### src/tccs_pkg.sv
package tccs_pkg;

  // Field widths of one item
  localparam int unsigned ACT_W   = 2;
  localparam int unsigned NODE_W  = 5;
  localparam int unsigned COUNT_W = 6;
  localparam int unsigned CYC_W   = 6;
  localparam int unsigned SCORE_W = 7;

  // Score scale factor
  localparam int unsigned SCORE_SCALE = 99;

  // Action codes
  localparam logic [ACT_W-1:0] ACT_CLEAR = 2'd0;
  localparam logic [ACT_W-1:0] ACT_SET   = 2'd1;
  localparam logic [ACT_W-1:0] ACT_RUN   = 2'd2;
  localparam logic [ACT_W-1:0] ACT_NOP   = 2'd3;

  typedef struct packed {
    logic [ACT_W-1:0]   action;
    logic [NODE_W-1:0]  from_node;
    logic [NODE_W-1:0]  to_node;
    logic [COUNT_W-1:0] node_count;
  } tccs_in_t;

  typedef struct packed {
    logic [CYC_W-1:0]   cyclic_nodes;
    logic [SCORE_W-1:0] score;
  } tccs_out_t;

  // Row memory command
  typedef struct packed {
    logic rd;
    logic wr;
    logic clr;
  } tccs_mem_cmd_t;

endpackage

### src/tccs_mem.sv
module tccs_mem
  import tccs_pkg::*;
#(
  parameter int unsigned DEPTH = 32,
  parameter int unsigned WIDTH = 32
) (
  input  logic                     clk,
  input  logic                     rst_n,
  input  tccs_mem_cmd_t            cmd,
  input  logic [$clog2(DEPTH)-1:0] rd_addr,
  input  logic [$clog2(DEPTH)-1:0] wr_addr,
  input  logic [WIDTH-1:0]         wr_data,
  output logic [WIDTH-1:0]         rd_data
);

  logic [WIDTH-1:0] mem [DEPTH];
  logic [DEPTH-1:0] vld_r;
  logic [WIDTH-1:0] q_r;
  logic             qv_r;

  // Row storage, one write and one registered read per cycle
  always_ff @(posedge clk) begin
    if (cmd.wr) begin
      mem[wr_addr] <= wr_data;
    end
    if (cmd.rd) begin
      q_r <= mem[rd_addr];
    end
  end

  // Per-row valid bits; an invalid row reads as zero
  always_ff @(posedge clk) begin
    if (!rst_n) begin
      vld_r <= '0;
      qv_r  <= 1'b0;
    end else begin
      if (cmd.clr) begin
        vld_r <= '0;
      end else if (cmd.wr) begin
        vld_r[wr_addr] <= 1'b1;
      end
      if (cmd.rd) begin
        qv_r <= vld_r[rd_addr];
      end
    end
  end

  assign rd_data = qv_r ? q_r : '0;

endmodule

### src/tccs_div.sv
module tccs_div
  import tccs_pkg::*;
#(
  parameter int unsigned NUM_W = 13,
  parameter int unsigned DEN_W = 6
) (
  input  logic             clk,
  input  logic             rst_n,
  input  logic             start,
  input  logic [NUM_W-1:0] dividend,
  input  logic [DEN_W-1:0] divisor,
  output logic             done,
  output logic [NUM_W-1:0] quotient
);

  localparam int unsigned CW = $clog2(NUM_W + 1);

  logic [DEN_W-1:0] rem_r;
  logic [NUM_W-1:0] quo_r;
  logic [DEN_W-1:0] den_r;
  logic [CW-1:0]    step_r;
  logic             busy_r;
  logic             done_r;

  logic [DEN_W:0]   rem_sh;
  logic [DEN_W:0]   rem_dif;
  logic             fits;

  // One quotient bit per cycle, restoring
  always_comb begin
    rem_sh  = {rem_r, quo_r[NUM_W-1]};
    fits    = rem_sh >= {1'b0, den_r};
    rem_dif = rem_sh - {1'b0, den_r};
  end

  always_ff @(posedge clk) begin
    if (!rst_n) begin
      busy_r <= 1'b0;
      done_r <= 1'b0;
      step_r <= '0;
    end else begin
      done_r <= 1'b0;
      if (start) begin
        quo_r  <= dividend;
        rem_r  <= '0;
        den_r  <= divisor;
        step_r <= CW'(NUM_W);
        busy_r <= 1'b1;
      end else if (busy_r) begin
        rem_r  <= fits ? rem_dif[DEN_W-1:0] : rem_sh[DEN_W-1:0];
        quo_r  <= {quo_r[NUM_W-2:0], fits};
        step_r <= step_r - CW'(1);
        if (step_r == CW'(1)) begin
          busy_r <= 1'b0;
          done_r <= 1'b1;
        end
      end
    end
  end

  assign done     = done_r;
  assign quotient = quo_r;

endmodule

### src/transitive_closure_cycle_score.sv
// Clear: accepted in idle, with no further steps. Set edge: row read, then write back.
// Run over n nodes: each pivot row is read and loaded, then the closure reads one
// row per cycle; then the diagonal is counted, and the 13-step divider and the
// result register give the score.
// One item at a time; the result register frees the input while a result waits.
// Reset (synchronous, rst_n low) clears every row valid bit and empties the output.
module transitive_closure_cycle_score
  import tccs_pkg::*;
#(
  parameter int unsigned MAX_NODES = 32
) (
  input  logic      clk,
  input  logic      rst_n,
  input  logic      in_valid,
  output logic      in_stall,
  input  tccs_in_t  in_data,
  output logic      out_valid,
  input  logic      out_stall,
  output tccs_out_t out_data
);

  localparam int unsigned IW = $clog2(MAX_NODES);
  localparam int unsigned NW = $clog2(MAX_NODES + 1);
  localparam int unsigned PW = NW + SCORE_W;

  typedef enum logic [3:0] {
    S_IDLE,
    S_SET_WR,
    S_PIV_RD,
    S_PIV_LD,
    S_ROW,
    S_ROW_END,
    S_CNT,
    S_CNT_END,
    S_DIV_GO,
    S_DIV,
    S_OUT
  } state_t;

  state_t               state_r;
  logic [NW-1:0]        n_r;
  logic [NW-1:0]        i_r;
  logic [IW-1:0]        j_r;
  logic                 pend_r;
  logic [IW-1:0]        pend_idx_r;
  logic [MAX_NODES-1:0] pivot_r;
  logic [NW-1:0]        cnt_r;
  logic [IW-1:0]        from_r;
  logic [IW-1:0]        to_r;
  logic [SCORE_W-1:0]   score_r;
  logic                 out_valid_r;
  tccs_out_t            out_data_r;

  tccs_mem_cmd_t        mem_cmd;
  logic [IW-1:0]        mem_rd_addr;
  logic [IW-1:0]        mem_wr_addr;
  logic [MAX_NODES-1:0] mem_wr_data;
  logic [MAX_NODES-1:0] row_q;

  logic [MAX_NODES-1:0] row_mask;
  logic [NW-1:0]        n_clamp;
  logic                 edge_ok;
  logic [IW-1:0]        i_idx;
  logic                 row_hit;
  logic                 div_start;
  logic [PW-1:0]        div_num;
  logic                 div_done;
  logic [PW-1:0]        div_quo;
  logic                 out_free;

  assign i_idx    = i_r[IW-1:0];
  assign row_hit  = row_q[i_idx];
  assign out_free = !out_valid_r || !out_stall;

  // Node count clamp and edge range check
  always_comb begin
    if (int'(in_data.node_count) > MAX_NODES) begin
      n_clamp = NW'(MAX_NODES);
    end else begin
      n_clamp = NW'(in_data.node_count);
    end
    edge_ok = (int'(in_data.from_node) < MAX_NODES) && (int'(in_data.to_node) < MAX_NODES);
  end

  // Columns in use by the run
  always_comb begin
    for (int k = 0; k < MAX_NODES; k++) begin
      row_mask[k] = (k < int'(n_r));
    end
  end

  // Memory commands
  always_comb begin
    mem_cmd     = '0;
    mem_rd_addr = j_r;
    mem_wr_addr = pend_idx_r;
    mem_wr_data = row_q | pivot_r;
    unique case (state_r)
      S_IDLE: begin
        if (in_valid && in_data.action == ACT_CLEAR) begin
          mem_cmd.clr = 1'b1;
        end else if (in_valid && in_data.action == ACT_SET && edge_ok) begin
          mem_cmd.rd  = 1'b1;
          mem_rd_addr = IW'(in_data.from_node);
        end
      end
      S_SET_WR: begin
        mem_cmd.wr  = 1'b1;
        mem_wr_addr = from_r;
        mem_wr_data = row_q | (MAX_NODES'(1) << to_r);
      end
      S_PIV_RD: begin
        mem_cmd.rd  = (i_r != n_r);
        mem_rd_addr = i_idx;
      end
      S_ROW: begin
        mem_cmd.rd = 1'b1;
        mem_cmd.wr = pend_r && row_hit;
      end
      S_ROW_END: begin
        mem_cmd.wr = row_hit;
      end
      S_CNT: begin
        mem_cmd.rd = 1'b1;
      end
      S_PIV_LD, S_CNT_END, S_DIV_GO, S_DIV, S_OUT: begin
      end
      default: begin
      end
    endcase
  end

  assign in_stall  = (state_r != S_IDLE);
  assign div_start = (state_r == S_DIV_GO);
  assign div_num   = PW'(cnt_r) * PW'(SCORE_SCALE);

  // Sequencer and result register
  always_ff @(posedge clk) begin
    if (!rst_n) begin
      state_r     <= S_IDLE;
      out_valid_r <= 1'b0;
      pend_r      <= 1'b0;
    end else begin
      if (state_r == S_OUT && out_free) begin
        out_valid_r <= 1'b1;
      end else if (out_valid_r && !out_stall) begin
        out_valid_r <= 1'b0;
      end
      unique case (state_r)
        S_IDLE: begin
          if (in_valid) begin
            from_r <= IW'(in_data.from_node);
            to_r   <= IW'(in_data.to_node);
            n_r    <= n_clamp;
            i_r    <= '0;
            cnt_r  <= '0;
            if (in_data.action == ACT_SET && edge_ok) begin
              state_r <= S_SET_WR;
            end else if (in_data.action == ACT_RUN) begin
              state_r <= S_PIV_RD;
            end
          end
        end
        S_SET_WR: begin
          state_r <= S_IDLE;
        end
        S_PIV_RD: begin
          j_r    <= '0;
          pend_r <= 1'b0;
          if (i_r != n_r) begin
            state_r <= S_PIV_LD;
          end else if (n_r == '0) begin
            state_r <= S_DIV_GO;
          end else begin
            state_r <= S_CNT;
          end
        end
        S_PIV_LD: begin
          pivot_r <= row_q & row_mask;
          j_r     <= '0;
          pend_r  <= 1'b0;
          state_r <= S_ROW;
        end
        S_ROW: begin
          pend_r     <= 1'b1;
          pend_idx_r <= j_r;
          j_r        <= IW'(j_r + IW'(1));
          if (j_r == IW'(n_r - NW'(1))) begin
            state_r <= S_ROW_END;
          end
        end
        S_ROW_END: begin
          pend_r  <= 1'b0;
          i_r     <= i_r + NW'(1);
          state_r <= S_PIV_RD;
        end
        S_CNT: begin
          if (pend_r) begin
            cnt_r <= cnt_r + NW'(row_q[pend_idx_r]);
          end
          pend_r     <= 1'b1;
          pend_idx_r <= j_r;
          j_r        <= IW'(j_r + IW'(1));
          if (j_r == IW'(n_r - NW'(1))) begin
            state_r <= S_CNT_END;
          end
        end
        S_CNT_END: begin
          pend_r  <= 1'b0;
          state_r <= S_DIV_GO;
          cnt_r   <= cnt_r + NW'(row_q[pend_idx_r]);
        end
        S_DIV_GO: begin
          state_r <= S_DIV;
        end
        S_DIV: begin
          if (div_done) begin
            score_r <= (n_r < NW'(2)) ? '0 : SCORE_W'(div_quo);
            state_r <= S_OUT;
          end
        end
        S_OUT: begin
          if (out_free) begin
            out_data_r.cyclic_nodes <= CYC_W'(cnt_r);
            out_data_r.score        <= score_r;
            state_r                 <= S_IDLE;
          end
        end
        default: begin
          state_r <= S_IDLE;
        end
      endcase
    end
  end

  assign out_valid = out_valid_r;
  assign out_data  = out_data_r;

  tccs_mem #(
    .DEPTH(MAX_NODES),
    .WIDTH(MAX_NODES)
  ) u_mem (
    .clk    (clk),
    .rst_n  (rst_n),
    .cmd    (mem_cmd),
    .rd_addr(mem_rd_addr),
    .wr_addr(mem_wr_addr),
    .wr_data(mem_wr_data),
    .rd_data(row_q)
  );

  tccs_div #(
    .NUM_W(PW),
    .DEN_W(NW)
  ) u_div (
    .clk     (clk),
    .rst_n   (rst_n),
    .start   (div_start),
    .dividend(div_num),
    .divisor (n_r),
    .done    (div_done),
    .quotient(div_quo)
  );

endmodule

### config.mk
export PLATFORM = sky130hd
export DESIGN_NAME = transitive_closure_cycle_score
export DESIGN_NICKNAME = d
export VERILOG_FILES = /design/src/tccs_pkg.sv /design/src/tccs_mem.sv /design/src/tccs_div.sv /design/src/transitive_closure_cycle_score.sv
export SDC_FILE = /design/constraint.sdc
export NUM_CORES = 1
export LEC_CHECK = 0
export BUFFER_PORTS_ARGS = -buffer_cell sky130_fd_sc_hd__buf_2
export CORE_MARGIN = 2
export CORE_UTILIZATION = 26
export DETAILED_ROUTE_END_ITERATION = 7
export HOLD_SLACK_MARGIN = 0.1
export PLACE_DENSITY = 0.38
export SKIP_CTS_REPAIR_TIMING = 1
export SLEW_MARGIN = 20
export SYNTH_ARGS = -nofsm -noshare
export SYNTH_HDL_FRONTEND = slang
export SYNTH_HIERARCHICAL = 1
export SYNTH_SLANG_ARGS = --single-unit
export TNS_END_PERCENT = 10
### constraint.sdc
create_clock -name clk -period 5.73 [get_ports clk]
set_input_delay 1.146 -clock clk [delete_from_list [all_inputs] [get_ports clk]]
set_output_delay 1.146 -clock clk [all_outputs]
set_load 0.03 [all_outputs]
==> out/results.ini <==
[timing]
tightest_slew_ns = 1.19
max_freq_ghz = 0.208
finClkSkew_ns = 0.0289
rsz0062_at_grt = false
timing.final.crit_share_pct = 84.1
fin_tns_setup_ns = 0
report.final.slew_viol_count = 0
slew_headroom_pct = 20.6
hold_viol = 0
fin_crit_ns = 4.82
setup_viol = 0

[placement]
gp_congestion = 0.757
io_buffer_count = 36
hpwl_mm = 83.0

[floorplan]
initial_core_util_pct = 26.1
core-area_um2 = 187000
fp.dieW_um = 438
die_h_um = 438
io_pins = 37
num_rows = 159
die_area_um2 = 192000

[drt]
drt_pass1_iterations = 5
met2WireLength_mm = 76.2
highest_layer = met4
drt_iter0_drc = 1967
dr_wl_met3_mm = 6.22
drt-met1-wl_mm = 63.2
drc = 0
vias = 24251
finalWirelength_mm = 149
ant_nets = 0
wire_per_inst_um = 29.1
vias_per_cell = 4.74

[logic_synthesis]
synthArstFlopShare_pct = 0
synth_area_um2 = 48900
yosys_warnings = 6
ys_ff_latch = 1216
syn_inst = 2357
synth_flop_cell = edfxtp_1
yosysSeqAreaShare_pct = 73.7
syn_avg_cell_area_um2 = 20.8
synthDistinctLibCells = 63
synth_edf_count = 1171
synth_nets = 2418

[setup_path]
crit_type = reg2reg
cp-startpoint = state_r[0]$_SDFFE_PN0P_
path_cells = nor4_1 -> nand2_1 -> nor3b_2 -> a222oi_1 -> inv_8 -> buf_12 -> mux4_2 -> mux4_2 -> mux2_2
path_buf_inv = 2
critPathSlowestCell = inv_8
crit_top_cell = mux4_2
arrival_ns = 5.33
start_kind = flip-flop
cp_slowest_stage_delay_ns = 0.62
crit_fanout = 58
cp-end-kind = flip-flop
crit_required_ns = 6.25
path_delay_family = simple AND/OR/NAND/NOR gates
reg2reg_from = state_r[0]$_SDFFE_PN0P_

[global_routing]
antenna_found_initial = 7
grt_overflow_total = 0
grt_pass1_vias = 25428
grt_pass1_wl_mm = 206
grt_max_degree = 60
grt_usage_pct = 15.5

[power_and_ir_drop]
p_leak_nw = 17.9
vdd_drop_max_mv = 0.283
p_total_w = 0.0267
pwr_density_cell_nw_per_um2 = 463

[layout]
final_common_cell = edfxtp_1
syn2layout_area_growth_pct = 17.9
drive_gt1_share_pct = 30.8
nNetsFinal = 2570
final_cell_mix = edfxtp_1, mux4_2, clkbuf_16, buf_4, nand2_1

[clock_tree]
cts-buffers-inserted = 136
cts.sinks = 1216
clockBufferDepth = 3
cts_tree = yes
clk_latency_ns = 0.79
path_clk_slew_ns = 0.07
root_buffer = clkbuf_16
h-tree-depth = 4

[flow_run]
drv.max_cap_violation_count = 0

[min_path]
min-delay-path-class = reg2reg
hold_path.startpoint = score_r[4]$_SDFFCE_PP0P_

[status]
status = finished, final reports clean

routing by layer:
metal  vias up  GRT usage [%]
met5         -              0
met4         0           4.06
met3       176           2.67
met2       559           26.9
met1     13430           20.0
li1      10086              -
path summary, 6_finish.rpt:
| path | end | slack (ns) | depth (start not counted) |
|---|---|---|---|
| max | u_mem/q_r[19]$_DFFE_PP_ | 0.91 | 9 |
| min | out_data[4]$_DFFE_PP_ | 0.42 | 0 |
| max reg2reg | u_mem/q_r[19]$_DFFE_PP_ | 0.91 | 9 |
| min reg2reg | out_data[4]$_DFFE_PP_ | 0.42 | 0 |
synthesized netlist by cell type, drive strengths merged (3+ instances only):
cell type | n | area (µm²)
inv | 43 | 161
nor3 | 13 | 70.1
mux2 | 50 | 563
buf | 45 | 270
nand2b | 17 | 106
or3b | 3 | 26.3
a31oi | 4 | 25.0
a222oi | 5 | 50.1
nor2b | 23 | 144
nand3b | 6 | 45.0
dfxtp | 45 | 901
and2 | 47 | 294
nor3b | 3 | 32.5
ha | 35 | 438
xnor2 | 22 | 193
o21a | 51 | 383
or3 | 3 | 18.8
nor4 | 4 | 31.3
a22oi | 6 | 45.0
a211oi | 9 | 72.6
o21ai | 33 | 176
a21boi | 17 | 128
nor2 | 74 | 278
o22ai | 4 | 25.0
a21oi | 30 | 150
mux2i | 18 | 180
fa | 4 | 80.1
nand3 | 25 | 125
o31ai | 3 | 22.5
mux4 | 336 | 7570
nand2 | 56 | 210
and3 | 10 | 62.6
a221o | 16 | 160
or2 | 4 | 25.0
edfxtp | 1171 | 35200
xor2 | 12 | 105
a21o | 7 | 52.6
o31a | 6 | 52.6
clkbuf | 76 | 285
nor4b | 3 | 38.8
sequential cells by signal (all words and copies together), names as in the netlist, 4 cells and up:
signal	flops
u_mem/mem	1024
pivot_r	32
u_mem/q_r	32
u_mem/vld_r	32
out_data	13
u_div/quotient	13
score_r	7
cnt_r	6
i_r	6
n_r	6
u_div/den_r	6
u_div/rem_r	6
from_r	5
j_r	5
pend_idx_r	5
to_r	5
state_r	4
u_div/step_r	4
final cells by class:
class	instances	area (µm²)
tap	2495	3120
clock inverter	91	930
multi-input combinational	977	12600
timing repair buffer	135	1310
fill	17989	130000
inverter	43	184
clock buffer	159	3490
antenna	1	2.50
sequential	1216	36100
logic make-up after synthesis:
kind of cell,Yosys count,synth area share (%)
multiplexers,404,17.0
buffers and inverters,164,1.47
adder cells (fa/ha/maj),39,1.06
flip-flops,1216,73.7
AND/OR/NAND/NOR,299,3.22
XOR/XNOR,35,0.655
AO/OA/AOI/OAI,200,2.92
per-stage QoR:
step	setup slack [ns]	area [µm²]	util (%)	hold WS, ns	std cells
floorplan	0.760	48900	-	0.400	2357
global placement	0.464	53200	28.4	0.407	4866
detailed placement	0.472	53200	28.4	0.405	4866
CTS	0.823	57600	30.7	0.420	5116
global route	0.542	57700	30.8	0.425	5117
finish	0.912	57700	30.8	0.418	5117
where the power goes:
group	leakage, nW	total (W)	internal (W)	switching (W)
combinational	4.80	0.00696	0.00307	0.00389
sequential	10.9	0.0111	0.0109	0.000222
clock	2.13	0.00866	0.00500	0.00366
worst reg2reg max path, stage by stage (launching register included):
cell	delay, ns
dfxtp_1	0.52
nor4_1	0.57
nand2_1	0.24
nor3b_2	0.51
a222oi_1	0.29
inv_8	0.62
buf_12	0.43
mux4_2	0.60
mux4_2	0.49
mux2_2	0.27
No activity file was read; power rests on OpenSTA's default activity.
